==> src/hdl/lfpe_pkg.sv <==
// lfpe_pkg: shared constants, codes and controller/datapath command types
// for the led fade program engine. No dependencies.
`timescale 1ns / 1ps
`default_nettype none

package lfpe_pkg;

  localparam int unsigned LED_COUNT_DEF = 64;
  localparam int unsigned CHANNELS_DEF  = 3;

  localparam int unsigned ACT_W  = 2;
  localparam int unsigned IDX_W  = 6;
  localparam int unsigned PROG_W = 2;
  localparam int unsigned LVL_W  = 8;
  // number of colour fields carried on the channels
  localparam int unsigned FIELD_CH = 3;

  typedef enum logic [ACT_W-1:0] {
    ACT_SET  = 2'd0,
    ACT_TICK = 2'd1,
    ACT_READ = 2'd2
  } action_e;

  typedef enum logic [PROG_W-1:0] {
    PROG_CONST  = 2'd0,
    PROG_LINEAR = 2'd1,
    PROG_LOOP   = 2'd2,
    PROG_HOLD   = 2'd3
  } prog_e;

  // controller to datapath
  typedef struct packed {
    logic capture;   // latch the item just transferred
    logic cnt_clr;   // restart the sweep counter
    logic sweep_rd;  // read the row at the sweep counter and advance
    logic led_rd;    // read the row of the named led
    logic finish;    // commit a set and load the result register
  } cmd_t;

  // datapath to controller
  typedef struct packed {
    logic item_tick; // offered item is a tick
    logic cnt_last;  // sweep counter is at the last led
    logic out_free;  // result register can take a new result
  } stat_t;

endpackage : lfpe_pkg

`default_nettype wire

==> src/hdl/lfpe_if.sv <==
// lfpe_in_if / lfpe_out_if: valid/ready channels carrying one item and one result.
// Depends on lfpe_pkg for field widths.
`timescale 1ns / 1ps
`default_nettype none

interface lfpe_in_if;
  import lfpe_pkg::*;
  logic                valid;
  logic                ready;
  logic [ACT_W-1:0]    action;
  logic [IDX_W-1:0]    led_index;
  logic [PROG_W-1:0]   program_req;
  logic [LVL_W-1:0]    red_start;
  logic [LVL_W-1:0]    green_start;
  logic [LVL_W-1:0]    blue_start;

  modport source (output valid, action, led_index, program_req, red_start, green_start,
                  blue_start, input ready);
  modport sink   (input valid, action, led_index, program_req, red_start, green_start,
                  blue_start, output ready);
endinterface : lfpe_in_if

interface lfpe_out_if;
  import lfpe_pkg::*;
  logic                valid;
  logic                ready;
  logic [LVL_W-1:0]    red_now;
  logic [LVL_W-1:0]    green_now;
  logic [LVL_W-1:0]    blue_now;
  logic [PROG_W-1:0]   program_now;

  modport source (output valid, red_now, green_now, blue_now, program_now, input ready);
  modport sink   (input valid, red_now, green_now, blue_now, program_now, output ready);
endinterface : lfpe_out_if

`default_nettype wire

==> src/hdl/lfpe_ctrl.sv <==
// lfpe_ctrl: sequencing state machine of the led fade program engine.
// Depends on lfpe_pkg for the command and status types.
`timescale 1ns / 1ps
`default_nettype none

module lfpe_ctrl (
  input  wire logic           clk_i,
  input  wire logic           rst_ni,
  input  wire logic           in_valid_i,
  output logic                in_ready_o,
  input  wire lfpe_pkg::stat_t stat_i,
  output lfpe_pkg::cmd_t      cmd_o
);
  import lfpe_pkg::*;

  typedef enum logic [4:0] {
    S_IDLE     = 5'b00001,
    S_TICK     = 5'b00010,
    S_TICK_END = 5'b00100,
    S_LOOK     = 5'b01000,
    S_DONE     = 5'b10000
  } state_e;

  state_e state_q, state_d;

  always_comb begin
    state_d    = state_q;
    cmd_o      = '0;
    in_ready_o = 1'b0;
    case (state_q)
      S_IDLE: begin
        in_ready_o = 1'b1;
        if (in_valid_i) begin
          cmd_o.capture = 1'b1;
          if (stat_i.item_tick) begin
            cmd_o.cnt_clr = 1'b1;
            state_d       = S_TICK;
          end else begin
            state_d = S_LOOK;
          end
        end
      end
      S_TICK: begin
        cmd_o.sweep_rd = 1'b1;
        if (stat_i.cnt_last) state_d = S_TICK_END;
      end
      // last write-back of the sweep lands here
      S_TICK_END: state_d = S_LOOK;
      S_LOOK: begin
        cmd_o.led_rd = 1'b1;
        state_d      = S_DONE;
      end
      S_DONE: begin
        if (stat_i.out_free) begin
          cmd_o.finish = 1'b1;
          state_d      = S_IDLE;
        end
      end
      default: state_d = S_IDLE;
    endcase
  end

  always_ff @(posedge clk_i or negedge rst_ni) begin
    if (!rst_ni) begin
      state_q <= S_IDLE;
    end else begin
      state_q <= state_d;
    end
  end

endmodule : lfpe_ctrl

`default_nettype wire

==> src/hdl/lfpe_dp.sv <==
// lfpe_dp: led state memories, sweep counter, decay/set logic and result register.
// Depends on lfpe_pkg for widths, codes and the command and status types.
`timescale 1ns / 1ps
`default_nettype none

module lfpe_dp #(
  parameter int unsigned LED_COUNT = lfpe_pkg::LED_COUNT_DEF,
  parameter int unsigned CHANNELS  = lfpe_pkg::CHANNELS_DEF
) (
  input  wire logic                          clk_i,
  input  wire logic                          rst_ni,
  input  wire lfpe_pkg::cmd_t                cmd_i,
  output lfpe_pkg::stat_t                    stat_o,
  input  wire logic [lfpe_pkg::ACT_W-1:0]    action_i,
  input  wire logic [lfpe_pkg::IDX_W-1:0]    led_index_i,
  input  wire logic [lfpe_pkg::PROG_W-1:0]   program_req_i,
  input  wire logic [lfpe_pkg::LVL_W-1:0]    red_start_i,
  input  wire logic [lfpe_pkg::LVL_W-1:0]    green_start_i,
  input  wire logic [lfpe_pkg::LVL_W-1:0]    blue_start_i,
  output logic                               out_valid_o,
  input  wire logic                          out_ready_i,
  output logic [lfpe_pkg::LVL_W-1:0]         red_now_o,
  output logic [lfpe_pkg::LVL_W-1:0]         green_now_o,
  output logic [lfpe_pkg::LVL_W-1:0]         blue_now_o,
  output logic [lfpe_pkg::PROG_W-1:0]        program_now_o
);
  import lfpe_pkg::*;

  localparam int unsigned AW = (LED_COUNT > 1) ? $clog2(LED_COUNT) : 1;
  localparam int unsigned IW = ((AW > IDX_W) ? AW : IDX_W) + 1;

  typedef logic [CHANNELS-1:0][LVL_W-1:0] lvl_vec_t;

  // captured item
  logic [ACT_W-1:0]              act_q;
  logic [IDX_W-1:0]              led_q;
  logic [PROG_W-1:0]             prog_q;
  logic [FIELD_CH-1:0][LVL_W-1:0] start_q;

  always_ff @(posedge clk_i) begin
    if (cmd_i.capture) begin
      act_q   <= action_i;
      led_q   <= led_index_i;
      prog_q  <= program_req_i;
      start_q <= {blue_start_i, green_start_i, red_start_i};
    end
  end

  logic [IW-1:0] led_w;
  logic [AW-1:0] led_addr;
  logic          idx_ok;
  assign led_w    = IW'(led_q);
  assign led_addr = led_w[AW-1:0];
  assign idx_ok   = led_w < IW'(LED_COUNT);

  // sweep counter and one-stage read/write-back pipeline
  logic [AW-1:0] cnt_q;
  logic [AW-1:0] wb_addr_q;
  logic          wb_q;

  always_ff @(posedge clk_i or negedge rst_ni) begin
    if (!rst_ni) begin
      cnt_q <= '0;
      wb_q  <= 1'b0;
    end else begin
      wb_q <= cmd_i.sweep_rd;
      if (cmd_i.cnt_clr) begin
        cnt_q <= '0;
      end else if (cmd_i.sweep_rd) begin
        cnt_q <= cnt_q + 1'b1;
      end
    end
  end

  always_ff @(posedge clk_i) begin
    if (cmd_i.sweep_rd) wb_addr_q <= cnt_q;
  end

  // memories and per-led valid bits; a row never written reads as zero
  lvl_vec_t          color_mem  [LED_COUNT];
  lvl_vec_t          reload_mem [LED_COUNT];
  logic [PROG_W-1:0] prog_mem   [LED_COUNT];
  logic [LED_COUNT-1:0] row_vld_q;

  logic              rd_en;
  logic [AW-1:0]     rd_addr;
  lvl_vec_t          rd_col_q, rd_rel_q;
  logic [PROG_W-1:0] rd_prog_q;
  logic              rd_vld_q;

  assign rd_en   = cmd_i.sweep_rd | cmd_i.led_rd;
  assign rd_addr = cmd_i.sweep_rd ? cnt_q : led_addr;

  always_ff @(posedge clk_i) begin
    if (rd_en) begin
      rd_col_q  <= color_mem[rd_addr];
      rd_rel_q  <= reload_mem[rd_addr];
      rd_prog_q <= prog_mem[rd_addr];
      rd_vld_q  <= row_vld_q[rd_addr];
    end
  end

  lvl_vec_t          row_col, row_rel;
  logic [PROG_W-1:0] row_prog;
  assign row_col  = rd_vld_q ? rd_col_q  : '0;
  assign row_rel  = rd_vld_q ? rd_rel_q  : '0;
  assign row_prog = rd_vld_q ? rd_prog_q : '0;

  // one decay step of the row just read
  lvl_vec_t          dec_col, tick_col;
  logic [PROG_W-1:0] tick_prog;
  logic              dark;

  always_comb begin
    dark = 1'b1;
    for (int unsigned c = 0; c < CHANNELS; c++) begin
      dec_col[c] = (row_col[c] != '0) ? row_col[c] - 1'b1 : '0;
      if (dec_col[c] != '0) dark = 1'b0;
    end
    tick_col  = row_col;
    tick_prog = row_prog;
    case (row_prog)
      PROG_LINEAR: begin
        tick_col = dec_col;
        if (dark) tick_prog = PROG_CONST;
      end
      PROG_LOOP: tick_col = dark ? row_rel : dec_col;
      default: ;
    endcase
  end

  // set: new reload bytes, colours loaded unless the program is hold
  lvl_vec_t set_rel, set_col;
  for (genvar c = 0; c < CHANNELS; c++) begin : g_set
    if (c < FIELD_CH) begin : g_fld
      assign set_rel[c] = start_q[c];
    end else begin : g_zero
      assign set_rel[c] = '0;
    end
  end
  assign set_col = (prog_q == PROG_HOLD) ? row_col : set_rel;

  logic set_wr;
  assign set_wr = cmd_i.finish && (act_q == ACT_SET) && idx_ok;

  logic              wr_en;
  logic [AW-1:0]     wr_addr;
  lvl_vec_t          wr_col, wr_rel;
  logic [PROG_W-1:0] wr_prog;

  assign wr_en   = wb_q | set_wr;
  assign wr_addr = wb_q ? wb_addr_q : led_addr;
  assign wr_col  = wb_q ? tick_col  : set_col;
  assign wr_rel  = wb_q ? row_rel   : set_rel;
  assign wr_prog = wb_q ? tick_prog : prog_q;

  always_ff @(posedge clk_i) begin
    if (wr_en) begin
      color_mem[wr_addr]  <= wr_col;
      reload_mem[wr_addr] <= wr_rel;
      prog_mem[wr_addr]   <= wr_prog;
    end
  end

  always_ff @(posedge clk_i or negedge rst_ni) begin
    if (!rst_ni) begin
      row_vld_q <= '0;
    end else if (wr_en) begin
      row_vld_q[wr_addr] <= 1'b1;
    end
  end

  // result of the named led after the step
  lvl_vec_t                       res_col;
  logic [PROG_W-1:0]              res_prog;
  logic [FIELD_CH-1:0][LVL_W-1:0] res_ch;

  assign res_col  = set_wr ? set_col : row_col;
  assign res_prog = set_wr ? prog_q  : row_prog;

  for (genvar c = 0; c < FIELD_CH; c++) begin : g_res
    if (c < CHANNELS) begin : g_used
      assign res_ch[c] = idx_ok ? res_col[c] : '0;
    end else begin : g_none
      assign res_ch[c] = '0;
    end
  end

  logic out_valid_q;

  always_ff @(posedge clk_i or negedge rst_ni) begin
    if (!rst_ni) begin
      out_valid_q <= 1'b0;
    end else if (cmd_i.finish) begin
      out_valid_q <= 1'b1;
    end else if (out_ready_i) begin
      out_valid_q <= 1'b0;
    end
  end

  always_ff @(posedge clk_i) begin
    if (cmd_i.finish) begin
      red_now_o     <= res_ch[0];
      green_now_o   <= res_ch[1];
      blue_now_o    <= res_ch[2];
      program_now_o <= idx_ok ? res_prog : '0;
    end
  end

  assign out_valid_o      = out_valid_q;
  assign stat_o.item_tick = (action_i == ACT_TICK);
  assign stat_o.cnt_last  = (cnt_q == AW'(LED_COUNT - 1));
  assign stat_o.out_free  = ~out_valid_q | out_ready_i;

endmodule : lfpe_dp

`default_nettype wire

==> src/hdl/led_fade_program_engine.sv <==
// led_fade_program_engine: top level, joins the controller and the datapath.
// Depends on lfpe_pkg, lfpe_in_if, lfpe_out_if, lfpe_ctrl and lfpe_dp.
//
// Usage
//   item_i carries one request per transfer: set (store program and reload
//   bytes of one led), tick (advance every led one step) or read. Each item
//   gives exactly one transfer on result_o with the named led's colours and
//   program after the step; an index beyond the led count reports zeros.
//   Set and read: the item is captured, the named led's row is read, and the
//   result register is loaded; the next item is taken only after that.
//   Tick: the sweep reads and writes back one led per cycle through the single
//   memory port pair, then the named led is read for the result.
//   One item is in work at a time; item_i.ready is high only between items.
//   A finished result sits in the output register while the next item is
//   taken; if result_o is stalled, the engine holds in its last step until
//   the register is free, and result_o payload holds while valid is high and ready is low.
//   Reset (rst_ni low, asynchronous) clears every led to dark and constant
//   at once through per-led valid bits; no clearing pass is needed.
`timescale 1ns / 1ps
`default_nettype none

module led_fade_program_engine #(
  parameter int unsigned LED_COUNT = lfpe_pkg::LED_COUNT_DEF,
  parameter int unsigned CHANNELS  = lfpe_pkg::CHANNELS_DEF
) (
  input  wire logic   clk_i,
  input  wire logic   rst_ni,
  lfpe_in_if.sink     item_i,
  lfpe_out_if.source  result_o
);
  import lfpe_pkg::*;

  cmd_t  cmd;
  stat_t stat;

  lfpe_ctrl u_ctrl (
    .clk_i      (clk_i),
    .rst_ni     (rst_ni),
    .in_valid_i (item_i.valid),
    .in_ready_o (item_i.ready),
    .stat_i     (stat),
    .cmd_o      (cmd)
  );

  lfpe_dp #(
    .LED_COUNT (LED_COUNT),
    .CHANNELS  (CHANNELS)
  ) u_dp (
    .clk_i         (clk_i),
    .rst_ni        (rst_ni),
    .cmd_i         (cmd),
    .stat_o        (stat),
    .action_i      (item_i.action),
    .led_index_i   (item_i.led_index),
    .program_req_i (item_i.program_req),
    .red_start_i   (item_i.red_start),
    .green_start_i (item_i.green_start),
    .blue_start_i  (item_i.blue_start),
    .out_valid_o   (result_o.valid),
    .out_ready_i   (result_o.ready),
    .red_now_o     (result_o.red_now),
    .green_now_o   (result_o.green_now),
    .blue_now_o    (result_o.blue_now),
    .program_now_o (result_o.program_now)
  );

endmodule : led_fade_program_engine

`default_nettype wire

==> src/flat_wrapper.sv <==
// flat-port wrapper written by rule: the top's interface ports become plain ports
module led_fade_program_engine_flat import lfpe_pkg::*;
#(
  parameter int unsigned LED_COUNT = lfpe_pkg::LED_COUNT_DEF,
  parameter int unsigned CHANNELS  = lfpe_pkg::CHANNELS_DEF
)
  (clk_i, rst_ni, item_i_valid, item_i_action, item_i_led_index, item_i_program_req, item_i_red_start, item_i_green_start, item_i_blue_start, item_i_ready, result_o_valid, result_o_red_now, result_o_green_now, result_o_blue_now, result_o_program_now, result_o_ready);
  lfpe_in_if item_i_i ();
  lfpe_out_if result_o_i ();
  input  wire logic clk_i;
  input  wire logic rst_ni;
  input wire logic [$bits(item_i_i.valid)-1:0] item_i_valid;
  input wire logic [$bits(item_i_i.action)-1:0] item_i_action;
  input wire logic [$bits(item_i_i.led_index)-1:0] item_i_led_index;
  input wire logic [$bits(item_i_i.program_req)-1:0] item_i_program_req;
  input wire logic [$bits(item_i_i.red_start)-1:0] item_i_red_start;
  input wire logic [$bits(item_i_i.green_start)-1:0] item_i_green_start;
  input wire logic [$bits(item_i_i.blue_start)-1:0] item_i_blue_start;
  output wire logic [$bits(item_i_i.ready)-1:0] item_i_ready;
  output wire logic [$bits(result_o_i.valid)-1:0] result_o_valid;
  output wire logic [$bits(result_o_i.red_now)-1:0] result_o_red_now;
  output wire logic [$bits(result_o_i.green_now)-1:0] result_o_green_now;
  output wire logic [$bits(result_o_i.blue_now)-1:0] result_o_blue_now;
  output wire logic [$bits(result_o_i.program_now)-1:0] result_o_program_now;
  input wire logic [$bits(result_o_i.ready)-1:0] result_o_ready;
  assign item_i_i.valid = item_i_valid;
  assign item_i_i.action = item_i_action;
  assign item_i_i.led_index = item_i_led_index;
  assign item_i_i.program_req = item_i_program_req;
  assign item_i_i.red_start = item_i_red_start;
  assign item_i_i.green_start = item_i_green_start;
  assign item_i_i.blue_start = item_i_blue_start;
  assign item_i_ready = item_i_i.ready;
  assign result_o_valid = result_o_i.valid;
  assign result_o_red_now = result_o_i.red_now;
  assign result_o_green_now = result_o_i.green_now;
  assign result_o_blue_now = result_o_i.blue_now;
  assign result_o_program_now = result_o_i.program_now;
  assign result_o_i.ready = result_o_ready;
  led_fade_program_engine #(.LED_COUNT(LED_COUNT), .CHANNELS(CHANNELS)) u_core (.clk_i(clk_i), .rst_ni(rst_ni), .item_i(item_i_i), .result_o(result_o_i));
endmodule
==> config.mk <==
export PLATFORM = sky130hd
export DESIGN_NAME = led_fade_program_engine_flat
export DESIGN_NICKNAME = d
export VERILOG_FILES = /design/src/hdl/lfpe_pkg.sv /design/src/hdl/lfpe_if.sv /design/src/hdl/lfpe_ctrl.sv /design/src/hdl/lfpe_dp.sv /design/src/hdl/led_fade_program_engine.sv /design/src/flat_wrapper.sv
export SDC_FILE = /design/constraint.sdc
export NUM_CORES = 2
export LEC_CHECK = 0
export BUFFER_PORTS_ARGS = -buffer_cell sky130_fd_sc_hd__buf_4
export CORE_AREA = 8 8 590 592
export CTS_BUF_LIST = sky130_fd_sc_hd__clkbuf_8
export DETAILED_ROUTE_END_ITERATION = 6
export DIE_AREA = 0 0 598 600
export GPL_ROUTABILITY_DRIVEN = 0
export GPL_TIMING_DRIVEN = 1
export MAX_ROUTING_LAYER = met4
export PLACE_DENSITY = 0.59
export SYNTH_ARGS = -nofsm -noshare
export SYNTH_HDL_FRONTEND = slang
export SYNTH_SLANG_ARGS = --single-unit
==> constraint.sdc <==
create_clock -name clk_i -period 19.6 [get_ports clk_i]
set_input_delay 2.94 -clock clk_i [delete_from_list [all_inputs] [get_ports clk_i]]
set_output_delay 2.94 -clock clk_i [all_outputs]
set_load 0.05 [all_outputs]
==> impl_metrics.toml <==
[run_status]
outcome = "finished with violations"
violations = "design-rule violations"

[timing]
final.setup.tns_ns = 0
hold_violations = 0
period_share_pct = 32.04
setup_viol = 0
max_freq_mhz = 159.3
drv_slew = 0
max-slew-margin-rel_pct = 11.26
period_minus_slack_ns = 6.279
finalHoldWorstSlack_ns = 0.4569
skew_ns = 0.09051
worst_pin_slew_ns = 1.331
rsz0062_at_grt = "false"

[power]
ir_drop_uv = 89.96
power_leakage_nw = 49.94
p_per_area_nw_per_um2 = 121.3

[clock_tree]
cts_hold_buf = 0
cts_setup_buffers = 0
clk_latency_ns = 1.09
cts-root-buf = "clkbuf_8"
cts_sinks = 3394
post_cts_resized = 0
h-tree-depth = 6
cts_inserted_buffers = 542
clock_tree.buffer_depth = 4
cts_tree = "built"
clk_pin_slew_ns = 0.05

[worst_setup_path]
rr_worst_depth = 12
crit_path_start_kind = "register"
required_ns = 20.50
r2r_setup_slack_ns = 13.32
crit_type = "register to register"
rr_startpoint = "u_core.u_ctrl.state_q[0]$_DFFE_PN1P_"
crit_fanout = 77
cp-end-kind = "register"
worst_ep_arrival_time_ns = 7.18
r2r-end = "u_core.u_dp.rd_col_q[12]$_DFFE_PP_"

[yosys]
syn_nets = 9429
synth_seq_cells = 3394
synth_edf_count = 3317
syn_area_um2 = 134700
seq_area_frac_synth_pct = 75.38
ys_warn_count = 0
syn_inst = 9382
async_flop_share_pct = 2.269
avgSynthCellArea_um2 = 14.36
synth_cell_types = 69
synth-main-ff-cell = "edfxtp_1"

[routing]
drt-wirelength-per-cell_um = 31.78
drt_iter0_drc = 12830
drtPass1Iterations = 7
totalWireLength_um = 461100
vias_per_cell = 6.178
remaining_drc_errors = 2
ant_nets = 0
vias = 89630

[place]
place_inst = 13540
dp_hpwl_um = 248100
port_buffers = 65

[die]
io_pins = 66
dieArea_um2 = 358800
floorplan.initialDensity_pct = 39.80
num_rows = 214
design.core.area_um2 = 338400
die_x_um = 598
die_y_um = 600

[worst_hold_path]
hold-path-cell-count = 1
min_to = "u_core.u_dp.row_vld_q[49]$_DFFE_PN0N_"
min_from = "u_core.u_dp.row_vld_q[49]$_DFFE_PN0N_"
hold_path.class = "register to register"

[global_route]
antenna_found_initial = 20
grt_start_max_net_pins = 152
track_usage_pct = 25.40
overflow = 0
grt_pass1_vias = 85530
grt_pass1_wl_um = 641900

[final_layout]
final_util_pct = 44.79
stdcell_count = 14510
syn_to_final_growth_pct = 12.56
layout-drive-gt1-share_pct = 12.66
finalNetCount = 9592

[flow_run]
max_cap_violations = 0
-- synthesized netlist by cell type, types with 97 or more instances --
library cell	n	area, um2
a21oi_1	433	2167
a211oi_1	823	6178
and3_1	515	3222
nor2_1	97	364.1
mux2i_1	105	1051
nor4_1	105	656.9
o21ai_0	395	1977
nand2_1	1145	4298
a32oi_1	104	910.9
nand3_1	648	3243
and4_1	103	902.1
a31oi_1	316	1977
a211o_1	103	902.1
clkbuf_1	607	2278
edfxtp_1	3317	99610
-- how the worst max path moves through the flow --
| stage | startpoint | to | depth (start not counted) |
|---|---|---|---|
| final | u_core.u_ctrl.state_q[0]$_DFFE_PN1P_ | u_core.u_dp.rd_col_q[12]$_DFFE_PP_ | 12 |
| after global routing | u_core.u_ctrl.state_q[0]$_DFFE_PN1P_ | u_core.u_dp.rd_col_q[12]$_DFFE_PP_ | 12 |
| after CTS | u_core.u_ctrl.state_q[0]$_DFFE_PN1P_ | u_core.u_dp.rd_col_q[12]$_DFFE_PP_ | 12 |
| after detailed placement | result_o_ready | u_core.u_dp.color_mem[53][4]$_DFFE_PP_ | 9 |
| after global placement | result_o_ready | u_core.u_dp.reload_mem[53][2]$_DFFE_PP_ | 9 |
| after floorplan | u_core.u_dp.rd_vld_q$_DFFE_PP_ | u_core.u_dp.color_mem[0][3]$_DFFE_PP_ | 13 |
-- power by group --
group / switching, W / leakage (nW) / internal, W
Combinational: 0.00298 / 13.5 / 0.000858
Sequential: 0.000157 / 30.7 / 0.00874
Clock: 0.00278 / 5.71 / 0.00288
Total: 0.00591 / 49.9 / 0.0125
-- cells by family after synthesis --
family	Yosys count	share of synthesized area [%]
compound gates	2254	10.97
xor+xnor	12	0.07803
fa+ha+maj	9	0.08361
buf+inv	800	2.331
flops	3394	75.38
mux	107	0.7970
simple gates	2806	10.35
-- sequential cells by signal, indices dropped and copies added, names as in the netlist --
name and flops:
u_core.u_dp.rd_prog_q 2, u_core.u_dp.color_mem 1536, u_core.u_dp.wb_q 1, u_core.u_dp.act_q 2, u_core.u_dp.blue_now_o 8, u_core.u_dp.out_valid_o 1
u_core.u_dp.prog_mem 128, u_core.u_dp.rd_vld_q 1, u_core.u_dp.row_vld_q 64, u_core.u_ctrl.state_q 5, u_core.u_dp.led_addr 6, u_core.u_dp.red_now_o 8
u_core.u_dp.wb_addr_q 6, u_core.u_dp.set_rel 24, u_core.u_dp.green_now_o 8, u_core.u_dp.prog_q 2, u_core.u_dp.program_now_o 2, u_core.u_dp.rd_rel_q 24
u_core.u_dp.rd_col_q 24, u_core.u_dp.reload_mem 1536, u_core.u_dp.cnt_q 6
-- stage by stage --
step | setup WS [ns] | cell area [um2] | power (W)
6_report | 13.32 | 151600 | 0.01839
5_1_grt | 13.06 | 151600 | 0.01892
4_1_cts | 13.50 | 151500 | 0.01837
3_5_place_dp | 12.76 | 141700 | 0.01279
3_3_place_gp | 12.86 | 141700 | 0.01271
2_1_floorplan | 13.01 | 134700 | 0.01116
-- area by class of cell --
class	instances	area [um2]
Fill cell	29760	186800
Sequential cell	3394	101500
Multi-Input combinational cell	5188	31370
Clock buffer	578	7955
Tap cell	4536	5675
Timing Repair Buffer	371	2948
Clock inverter	368	1883
Inverter	48	180.2
Antenna cell	24	60.06
-- cell usage in the layout (no fill, tap or decap), types with 92 or more instances in the layout --
cell,count
o21ai_0,368
a32oi_1,104
mux2i_1,104
a31oi_1,314
clkinv_1,92
buf_4,358
clkbuf_8,578
and4_1,103
nor4_1,104
and3_1,514
inv_1,242
nand3_1,647
nand2_1,1134
a21oi_1,425
a211o_1,102
edfxtp_1,3317
a211oi_1,823
-- critical path, stage by stage (launching register included) --
cell and delay [ns]:
dfstp_2 0.60, or3_1 0.58, o21ai_4 0.33, nand2_4 0.54, buf_4 0.65, buf_4 0.87, buf_4 0.81, buf_4 0.66
a21oi_1 0.16, a211oi_1 0.30, nor4_1 0.17, buf_4 0.16, nand4_1 0.08
-- per-layer routing --
layer / up-vias / track usage (%) / routed length (um)
met1: 45780 / 32.99 / 177500
li1: 37210 / - / -
met3: 952 / 6.213 / 52190
met4: 0 / 10.97 / 21850
met2: 5685 / 38.15 / 209500
met5: - / - / 0
No activity file was read; power rests on OpenSTA's default activity.
